$ cat src/hdl/dpbc_pkg.sv
`timescale 1ns / 1ps
`default_nettype none
// ----------------------------------------------------------------------------
// dpbc_pkg
// Shared types, constants and codes of the day-phase brightness clock.
// ----------------------------------------------------------------------------
package dpbc_pkg;

    localparam int unsigned CFG_IDX_W  = 3;
    localparam int unsigned CFG_DATA_W = 16;
    localparam int unsigned HOUR_W     = 5;
    localparam int unsigned LEVEL_W    = 16;
    localparam int unsigned SOD_W      = 17;
    localparam int unsigned DIV_DVD_W  = 64;
    localparam int unsigned DIV_DVS_W  = 27;
    localparam int unsigned DIV_CNT_W  = 7;

    // Register indexes of the configuration port
    localparam logic [CFG_IDX_W-1:0] REG_DAWN_START  = 3'd0;
    localparam logic [CFG_IDX_W-1:0] REG_DAY_START   = 3'd1;
    localparam logic [CFG_IDX_W-1:0] REG_DUSK_START  = 3'd2;
    localparam logic [CFG_IDX_W-1:0] REG_NIGHT_START = 3'd3;
    localparam logic [CFG_IDX_W-1:0] REG_NIGHT_LEVEL = 3'd4;
    localparam logic [CFG_IDX_W-1:0] REG_DAY_LEVEL   = 3'd5;

    // Phase codes
    localparam logic [1:0] PH_NIGHT = 2'd0;
    localparam logic [1:0] PH_DAWN  = 2'd1;
    localparam logic [1:0] PH_DAY   = 2'd2;
    localparam logic [1:0] PH_DUSK  = 2'd3;

    // Request kinds on the input tuser bit
    localparam logic REQ_TICK   = 1'b0;
    localparam logic REQ_ANCHOR = 1'b1;

    localparam logic [SOD_W-1:0] SEC_PER_HOUR = 17'd3600;

    // Second-of-day reduction: 86,400,000 = 1024 * 84375 and 1000 = 8 * 125
    localparam logic [16:0] DAY_MS_K   = 17'd84375;
    localparam logic [13:0] FOLD_C1    = 14'd9019;    // 2^18 mod 84375
    localparam logic [12:0] FOLD_C2    = 13'd4861;    // 2^36 mod 84375
    localparam logic [15:0] DAY_MS_RCP = 16'd50903;   // floor(2^32 / 84375)
    localparam logic [6:0]  SEC_K      = 7'd125;
    localparam logic [17:0] SEC_RCP    = 18'd134217;  // floor(2^24 / 125)

    typedef struct packed {
        logic [HOUR_W-1:0]  dawn_start;
        logic [HOUR_W-1:0]  day_start;
        logic [HOUR_W-1:0]  dusk_start;
        logic [HOUR_W-1:0]  night_start;
        logic [LEVEL_W-1:0] night_level;
        logic [LEVEL_W-1:0] day_level;
    } cfg_t;

    typedef struct packed {
        logic        known;
        logic [63:0] wall;
    } queue_item_t;

    typedef struct packed {
        logic                 start;
        logic [DIV_DVD_W-1:0] dividend;   // MSB-aligned
        logic [DIV_DVS_W-1:0] divisor;
        logic [DIV_CNT_W-1:0] steps;
    } div_req_t;

    typedef struct packed {
        logic                 done;
        logic [DIV_DVD_W-1:0] quot;
    } div_rsp_t;

    function automatic logic [SOD_W-1:0] hour_to_sec(input logic [HOUR_W-1:0] h);
        return SOD_W'(h) * SEC_PER_HOUR;
    endfunction

endpackage
`default_nettype wire

$ cat src/hdl/dpbc_back.sv
`timescale 1ns / 1ps
`default_nettype none
// ----------------------------------------------------------------------------
// dpbc_back
// Turns a queued wall time into phase and brightness; a serial divider blends.
// ----------------------------------------------------------------------------
module dpbc_back
    import dpbc_pkg::*;
(
    input  wire logic        aclk,
    input  wire logic        aresetn,
    input  wire cfg_t        cfg,
    input  wire logic        q_not_empty,
    input  wire queue_item_t q_head,
    output logic             q_pop,
    output div_req_t         div_req,
    input  wire div_rsp_t    div_rsp,
    output logic             out_valid,
    input  wire logic        out_ready,
    output logic [23:0]      out_data
);

    localparam logic [3:0] ST_IDLE  = 4'd0;
    localparam logic [3:0] ST_FOLD  = 4'd1;
    localparam logic [3:0] ST_QEST  = 4'd2;
    localparam logic [3:0] ST_REM   = 4'd3;
    localparam logic [3:0] ST_FIX   = 4'd4;
    localparam logic [3:0] ST_SEC   = 4'd5;
    localparam logic [3:0] ST_SFIX  = 4'd6;
    localparam logic [3:0] ST_CLASS = 4'd7;
    localparam logic [3:0] ST_RAMP  = 4'd8;
    localparam logic [3:0] ST_MUL0  = 4'd9;
    localparam logic [3:0] ST_MUL1  = 4'd10;
    localparam logic [3:0] ST_SUM   = 4'd11;
    localparam logic [3:0] ST_RDIV  = 4'd12;
    localparam logic [3:0] ST_DONE  = 4'd13;

    logic [3:0]         state_reg, state_next;
    logic [63:0]        wall_reg, wall_next;
    logic [31:0]        z_reg, z_next;
    logic [15:0]        qe_reg, qe_next;
    logic [17:0]        r_reg, r_next;
    logic [23:0]        v_reg, v_next;
    logic [17:0]        sq_reg, sq_next;
    logic [SOD_W-1:0]   sod_reg, sod_next;
    logic [SOD_W-1:0]   num_reg, num_next;
    logic [SOD_W-1:0]   den_reg, den_next;
    logic [LEVEL_W-1:0] from_reg, from_next;
    logic [LEVEL_W-1:0] to_reg, to_next;
    logic [32:0]        prod0_reg, prod0_next;
    logic [32:0]        prod1_reg, prod1_next;
    logic [1:0]         phase_reg, phase_next;
    logic [LEVEL_W-1:0] bright_reg, bright_next;
    logic               quiet_reg, quiet_next;
    logic               known_reg, known_next;
    logic               ovalid_reg, ovalid_next;
    logic [23:0]        odata_reg, odata_next;

    logic [SOD_W-1:0] dawn_sec, day_sec, dusk_sec, night_sec;
    logic [SOD_W-1:0] ramp_a, ramp_b;
    logic [33:0]      blend_sum;
    logic [31:0]      fold_sum;
    logic [47:0]      qe_prod;
    logic [32:0]      qe_back;
    logic [32:0]      r_diff;
    logic [17:0]      r_fix;
    logic [41:0]      sq_prod;
    logic [24:0]      sq_back;
    logic [24:0]      s_rem;

    assign dawn_sec  = hour_to_sec(cfg.dawn_start);
    assign day_sec   = hour_to_sec(cfg.day_start);
    assign dusk_sec  = hour_to_sec(cfg.dusk_start);
    assign night_sec = hour_to_sec(cfg.night_start);
    assign ramp_a    = (phase_reg == PH_DAWN) ? dawn_sec : dusk_sec;
    assign ramp_b    = (phase_reg == PH_DAWN) ? day_sec : night_sec;
    assign blend_sum = 34'(prod0_reg) + 34'(prod1_reg);

    // wall >> 10 folded in 18-bit chunks; congruent to it modulo 84375
    assign fold_sum = 32'(wall_reg[27:10])
                    + 32'(wall_reg[45:28]) * 32'(FOLD_C1)
                    + 32'(wall_reg[63:46]) * 32'(FOLD_C2);
    // reciprocal estimates are low by at most one; one subtract corrects them
    assign qe_prod  = 48'(z_reg) * 48'(DAY_MS_RCP);
    assign qe_back  = 33'(qe_reg) * 33'(DAY_MS_K);
    assign r_diff   = 33'(z_reg) - qe_back;
    assign r_fix    = (r_reg >= 18'(DAY_MS_K)) ? r_reg - 18'(DAY_MS_K) : r_reg;
    assign sq_prod  = 42'(v_reg) * 42'(SEC_RCP);
    assign sq_back  = 25'(sq_reg) * 25'(SEC_K);
    assign s_rem    = 25'(v_reg) - sq_back;

    always_comb begin
        state_next  = state_reg;
        wall_next   = wall_reg;
        z_next      = z_reg;
        qe_next     = qe_reg;
        r_next      = r_reg;
        v_next      = v_reg;
        sq_next     = sq_reg;
        sod_next    = sod_reg;
        num_next    = num_reg;
        den_next    = den_reg;
        from_next   = from_reg;
        to_next     = to_reg;
        prod0_next  = prod0_reg;
        prod1_next  = prod1_reg;
        phase_next  = phase_reg;
        bright_next = bright_reg;
        quiet_next  = quiet_reg;
        known_next  = known_reg;
        ovalid_next = ovalid_reg;
        odata_next  = odata_reg;
        q_pop       = 1'b0;
        div_req     = '0;

        if (out_valid && out_ready) begin
            ovalid_next = 1'b0;
        end

        unique case (state_reg)
            ST_IDLE: begin
                if (q_not_empty) begin
                    q_pop       = 1'b1;
                    known_next  = q_head.known;
                    quiet_next  = 1'b0;
                    phase_next  = PH_DAY;
                    bright_next = cfg.day_level;
                    if (q_head.known) begin
                        wall_next  = q_head.wall;
                        state_next = ST_FOLD;
                    end else begin
                        state_next = ST_DONE;
                    end
                end
            end
            ST_FOLD: begin
                z_next     = fold_sum;
                state_next = ST_QEST;
            end
            ST_QEST: begin
                qe_next    = qe_prod[47:32];
                state_next = ST_REM;
            end
            ST_REM: begin
                r_next     = r_diff[17:0];
                state_next = ST_FIX;
            end
            ST_FIX: begin
                // ms of the day is r * 1024 + wall[9:0]; keep it divided by 8
                v_next     = {r_fix[16:0], wall_reg[9:3]};
                state_next = ST_SEC;
            end
            ST_SEC: begin
                sq_next    = sq_prod[41:24];
                state_next = ST_SFIX;
            end
            ST_SFIX: begin
                sod_next   = (s_rem >= 25'(SEC_K)) ? sq_reg[SOD_W-1:0] + SOD_W'(1)
                                                   : sq_reg[SOD_W-1:0];
                state_next = ST_CLASS;
            end
            ST_CLASS: begin
                // hour >= N is the same as second-of-day >= N * 3600
                if (sod_reg >= night_sec || sod_reg < dawn_sec) begin
                    phase_next  = PH_NIGHT;
                    bright_next = cfg.night_level;
                    quiet_next  = 1'b1;
                    state_next  = ST_DONE;
                end else if (sod_reg < day_sec) begin
                    phase_next = PH_DAWN;
                    from_next  = cfg.night_level;
                    to_next    = cfg.day_level;
                    state_next = ST_RAMP;
                end else if (sod_reg < dusk_sec) begin
                    phase_next  = PH_DAY;
                    bright_next = cfg.day_level;
                    state_next  = ST_DONE;
                end else begin
                    phase_next = PH_DUSK;
                    from_next  = cfg.day_level;
                    to_next    = cfg.night_level;
                    state_next = ST_RAMP;
                end
            end
            ST_RAMP: begin
                if (sod_reg <= ramp_a) begin
                    bright_next = from_reg;
                    state_next  = ST_DONE;
                end else if (sod_reg >= ramp_b) begin
                    bright_next = to_reg;
                    state_next  = ST_DONE;
                end else begin
                    num_next   = sod_reg - ramp_a;
                    den_next   = ramp_b - ramp_a;
                    state_next = ST_MUL0;
                end
            end
            ST_MUL0: begin
                prod0_next = 33'(from_reg) * 33'(den_reg - num_reg);
                state_next = ST_MUL1;
            end
            ST_MUL1: begin
                prod1_next = 33'(to_reg) * 33'(num_reg);
                state_next = ST_SUM;
            end
            ST_SUM: begin
                div_req.start    = 1'b1;
                div_req.dividend = {blend_sum, 30'd0};
                div_req.divisor  = DIV_DVS_W'(den_reg);
                div_req.steps    = DIV_CNT_W'(34);
                state_next       = ST_RDIV;
            end
            ST_RDIV: begin
                if (div_rsp.done) begin
                    bright_next = div_rsp.quot[LEVEL_W-1:0];
                    state_next  = ST_DONE;
                end
            end
            ST_DONE: begin
                // hold until the output register is free
                if (!out_valid || out_ready) begin
                    ovalid_next = 1'b1;
                    odata_next  = {4'd0, known_reg, quiet_reg, bright_reg, phase_reg};
                    state_next  = ST_IDLE;
                end
            end
            default: begin
                state_next = ST_IDLE;
            end
        endcase
    end

    always_ff @(posedge aclk) begin
        if (!aresetn) begin
            state_reg  <= ST_IDLE;
            ovalid_reg <= 1'b0;
        end else begin
            state_reg  <= state_next;
            ovalid_reg <= ovalid_next;
        end
        wall_reg   <= wall_next;
        z_reg      <= z_next;
        qe_reg     <= qe_next;
        r_reg      <= r_next;
        v_reg      <= v_next;
        sq_reg     <= sq_next;
        sod_reg    <= sod_next;
        num_reg    <= num_next;
        den_reg    <= den_next;
        from_reg   <= from_next;
        to_reg     <= to_next;
        prod0_reg  <= prod0_next;
        prod1_reg  <= prod1_next;
        phase_reg  <= phase_next;
        bright_reg <= bright_next;
        quiet_reg  <= quiet_next;
        known_reg  <= known_next;
        odata_reg  <= odata_next;
    end

    assign out_valid = ovalid_reg;
    assign out_data  = odata_reg;

endmodule
`default_nettype wire
$ cat config.mk
export PLATFORM = sky130hd
export DESIGN_NAME = dpbc_back
export DESIGN_NICKNAME = d
export VERILOG_FILES = /design/src/hdl/dpbc_pkg.sv /design/src/hdl/dpbc_back.sv
export SDC_FILE = /design/constraint.sdc
export NUM_CORES = 2
export LEC_CHECK = 0
export ABC_CLOCK_PERIOD_IN_PS = 14000
export BUFFER_PORTS_ARGS = -buffer_cell sky130_fd_sc_hd__buf_4
export CORE_ASPECT_RATIO = 1.75
export CORE_MARGIN = 5
export CORE_UTILIZATION = 55
export DETAILED_ROUTE_END_ITERATION = 10
export HOLD_SLACK_MARGIN = 0.12
export PLACE_DENSITY = 0.72
export SLEW_MARGIN = 20
export SYNTH_ARGS = -nofsm -noshare
export SYNTH_HDL_FRONTEND = slang
export SYNTH_SLANG_ARGS = --single-unit
$ cat constraint.sdc
create_clock -name aclk -period 14 [get_ports aclk]
set_input_delay 0.7 -clock aclk [delete_from_list [all_inputs] [get_ports aclk]]
set_output_delay 0.7 -clock aclk [all_outputs]
set_load 0.01 [all_outputs]
### Yosys cells after proc, flatten, opt, wreduce, memory -nomap -nowiden

Index checks and enable logic that the tools add are counted.

* output and inout bits: 125
* bits of input ports: 186
* register bits: 366

* reductions and logical operators: 16
* $lt $le $gt $ge: 8
* bitwise logic cells: 3
* add/subtract/negate cells: 10
* eq/ne operators: 22
* mux-type cells: 40
* multiply operators: 12

Operators by type and width (count)
* 2-to-1 mux 16 bit: 11
* 2-to-1 mux 99 bit: 1
* 2-to-1 mux 17 bit: 4
* one-hot mux 16 bit (4 select lines): 1
* one-hot mux 4 bit (14 select lines): 1
* multiplier 5 x 8 -> 13 bit (second input constant): 4
* < comparator 17 bit: 3
* multiplier 32 x 16 -> 48 bit (second input constant): 1
* multiplier 24 x 18 -> 42 bit (second input constant): 1
* adder 33 x 33 -> 34 bit: 1
* >= comparator 17 bit: 2
* subtractor 17 bit: 2
* multiplier 16 x 17 -> 33 bit: 1
* multiplier 17 x 18 -> 33 bit: 1
* adder 18 x 32 -> 32 bit: 1
* adder 32 x 31 -> 32 bit: 1
* multiplier 18 x 14 -> 32 bit (second input constant): 1
* multiplier 18 x 13 -> 31 bit (second input constant): 1
* >= comparator 25 x 7 -> 1 bit (second input constant): 1
* multiplier 18 x 7 -> 25 bit (second input constant): 1
* subtractor 24 x 25 -> 25 bit: 1
* equality test 4 bit (second input constant): 6
* >= comparator 18 x 17 -> 1 bit (second input constant): 1
* multiplier 16 x 17 -> 18 bit (second input constant): 1
* other kinds (27): 62

### Depth between registers and ports, before layout

* depth in word-level cells: 6
* gate-level depth with buffers: 38
* mapped depth without buffers: 35

### Worst setup path before layout

OpenSTA, ideal clock, no wires.

* kind: register to register
* start point: reg num_reg[4]
* end point: reg prod0_reg[31] (data pin)
* clock period less this slack: 8483 ps
* buffers on the path: 2
* cell stages (with the launch flop): 36
* required time: 13742 ps
* arrival time: 8226 ps
* library setup time: 258 ps
* slack: 5517 ps
* path through: edfxtp_1 clkbuf_1 inv_1 ha_1 nor4bb_1 o21a_1 o21a_1 o21ai_0 a21boi_0 o21ai_0 nor2b_1 xnor2_1 clkbuf_1 nand2_1 fa_1 fa_1 inv_1 fa_1 inv_1 fa_1 inv_1 fa_1 inv_1 fa_1 inv_1 ha_1 nand3_1 o31ai_1 o21ai_0 a2111oi_0 o21ai_0 a31o_2 o21ai_0 a21o_1 a21oi_1 xnor2_1

* longest elaborated chain between the ends: 2

Ends and longest elaborated chain
* start: declaration: RTL line dpbc_back.sv:46 `logic [SOD_W-1:0] num_reg, num_next;`
* start signal: assignment: RTL line dpbc_back.sv:248 `num_reg <= num_next;`
* subtractor 17 x 17 -> 18 bit: RTL line dpbc_back.sv:199 `prod0_next = 33'(from_reg) * 33'(den_reg - num_reg);`
* multiplier 17 x 18 -> 33 bit: RTL line dpbc_back.sv:199
* end signal: assignment: RTL line dpbc_back.sv:252 `prod0_reg <= prod0_next;`
* end: declaration: RTL line dpbc_back.sv:50 `logic [32:0] prod0_reg, prod0_next;`

Every way passes these cells.
A chain may end at the register's enable or synchronous reset.

### Worst setup path after layout

* start point: reg num_reg[5]
* end point: reg prod0_reg[31] (data pin)

Same word-level chain as after synthesis.

==> impl_metrics.ini <==
[status]
status = finished clean

[layout]
fin_nets = 9721
num-fill-cells = 10800
syn2layout_area_growth_pct = 7.01
layout-drive-gt1-share = 0.0600
largest_register_ffs = 61
postLayoutCoreUtil = 0.590

[synthesis]
synthesis.area_um2 = 70700
ys_warn_count = 0
ys_seq_area_frac = 0.152
synthFlopType = edfxtp_1
synth.distinct_cells = 78
async_flop_share = 0
ys_ff_latch = 359
synth_edf_count = 354
synth.avg_cell_area_um2 = 10.1
netlist_instances = 6976

[drt]
drt_first_pass_iters = 7
drt_iter0_drc = 2308
vias = 48700
ant_nets = 0
drc = 0
route.met3.wl_um = 8770
wl_met1_um = 56600
wl_per_cell_um = 21.0
via_per_inst = 5.49
drt-total-wl_um = 186000
wl_met2_um = 102000
dr.max_layer_used = met5

[clocking]
cts_setup_buffers = 0
cts-root-buf = clkbuf_16
path_clk_slew_ns = 0.07
cts_buffers = 40
ctsHtreeMaxLevel = 2
cts_sinks = 359
cts_buffer_depth = 3
cts_tree = yes
ctsHoldBuffers = 0
insertion_delay_ns = 0.65
cts_resized = 0

[setup_path]
regToRegEndpoint = prod0_reg[31]
worst_setup_path_start_kind = flip-flop
timing.rr.start = num_reg[5]
crit_slowest_cell = edfxtp_1
reg2reg_depth = 33
max_stage_delay_ns = 0.90
crit_arrival_ns = 10.27
worstPathRequired_ns = 14.34
end_kind = flip-flop
crit_path_start = num_reg[5]
cp-endpoint = prod0_reg[31]
r2r_slack_ns = 4.07
crit_type = flip-flop to flip-flop
critPathMaxFanout = 17

[global_routing]
grt_pass1_wl_um = 289000
grtUsageTotal = 0.276
grt_max_degree = 62
overflow = 0
grt_pass1_vias = 54700
grt_antenna_before_repair = 12

[timing]
maxSlewViolCount = 0
grt_setup_unrepaired = no
holdWs_ns = 0.238
finalCriticalPeriod_ns = 9.93
hold_viol = 0
max_freq_mhz = 101
final.setup.tns_ns = 0
finalSetupViolations = 0
finalClockSkew_ns = 0.0743
worstMarginPinSlew_ns = 1.06
final_min_period_over_clock_period = 0.709
max_slew_margin = 0.276

[place]
gp_congestion = 1.04
dp_hpwl_um = 160000
io_buffers = 206

[die]
rows = 174
core_area_um2 = 128000
io-pin-count = 311
initial_utilization = 0.551
die_h_um = 484
die_area_um2 = 136000
die_w_um = 281

[min_path]
hold_depth = 1
min-delay-path-class = input port to flip-flop

[flow_run]
cap_violations = 0
## cells by family (layout without fill, tap and decap cells)
family | count (synthesis) | after routing | share of synthesized area
compound gates | 678 | 678 | 0.0623
xor+xnor | 297 | 297 | 0.0368
flops | 359 | 359 | 0.152
simple gates | 1180 | 1180 | 0.0801
fa+ha+maj | 2366 | 2366 | 0.547
buf+inv | 2017 | 2187 | 0.110
other cells | 1 | 59 | 0.0000530
mux | 78 | 78 | 0.0117
## cells in the mapped netlist (38+ instances only)
library cell,n,area share
clkbuf_1,120,0.0064
a21oi_1,205,0.015
nand2_1,465,0.025
nor3_1,47,0.0033
mux2i_1,38,0.0054
o21a_1,43,0.0046
and2_1,264,0.023
xnor2_1,219,0.027
inv_1,1835,0.097
buf_4,55,0.0058
o21ai_0,115,0.0081
nor2_1,204,0.011
xor2_1,78,0.0097
a21o_1,106,0.011
ha_1,1156,0.20
fa_1,1210,0.34
mux2_2,40,0.0064
edfxtp_1,354,0.15
## stage by stage
stage / cell area [µm²] / worst slack (ns) / std cells
CTS: 75700 / 4.23 / 8870
detailed placement: 74300 / 4.30 / 8799
global route: 75700 / 3.60 / 8871
global placement: 74300 / 4.42 / 8799
finish: 75700 / 4.07 / 8876
floorplan: 70900 / 5.52 / 7028
## layout make-up
class / count / area (µm²) / area share
Multi-Input combinational cell: 4652 / 52500 / 0.694
Tap cell: 1672 / 2090 / 0.0276
Inverter: 1835 / 6890 / 0.0910
Clock inverter: 24 / 302 / 0.00398
Clock buffer: 47 / 1030 / 0.0136
Timing Repair Buffer: 281 / 2110 / 0.0279
Antenna cell: 6 / 15.0 / 0.000198
Sequential cell: 359 / 10700 / 0.142
## critical path, delay by kind of cell, from the launching register on
| family | cells | cell delay (ns) |
|---|---|---|
| fa+ha+maj | 8 | 3.71 |
| flops | 1 | 0.90 |
| compound gates | 16 | 3.93 |
| buf+inv | 6 | 0.58 |
| xor+xnor | 1 | 0.13 |
| simple gates | 2 | 0.33 |
## metal layers
metal | GRT usage | vias up
met2 | 0.531 | 1509
met5 | 0 | -
met1 | 0.257 | 24500
met4 | 0.212 | 12
met3 | 0.0364 | 751
li1 | - | 22000
## cells in the final DEF (no fill, tap or decap), types with 40 or more instances in the layout
cell / n
nor3_1: 43
edfxtp_1: 354
xor2_1: 75
nand2_1: 464
inv_1: 1835
o21a_1: 43
o21ai_0: 115
and2_1: 263
a21o_1: 106
fa_1: 1210
xnor2_1: 217
mux2_2: 40
conb_1: 53
nor2_1: 196
ha_1: 1156
clkbuf_16: 40
buf_4: 281
a21oi_1: 204
## how the worst min path moves through the flow
stage                    from           end  slack, ns
2_1_floorplan   bright_reg[8]  out_data[10]       0.40
3_3_place_gp   bright_reg[13]  out_data[15]       0.40
3_5_place_dp   bright_reg[14]  out_data[16]       0.40
4_1_cts            q_head[11]  wall_reg[11]       0.20
5_1_grt            q_head[41]  wall_reg[41]       0.22
6_report           q_head[11]  wall_reg[11]       0.24
Power is left out: the tool's default activity adds up to more than one toggle a clock period on the data nets, which glitch-free logic cannot reach.
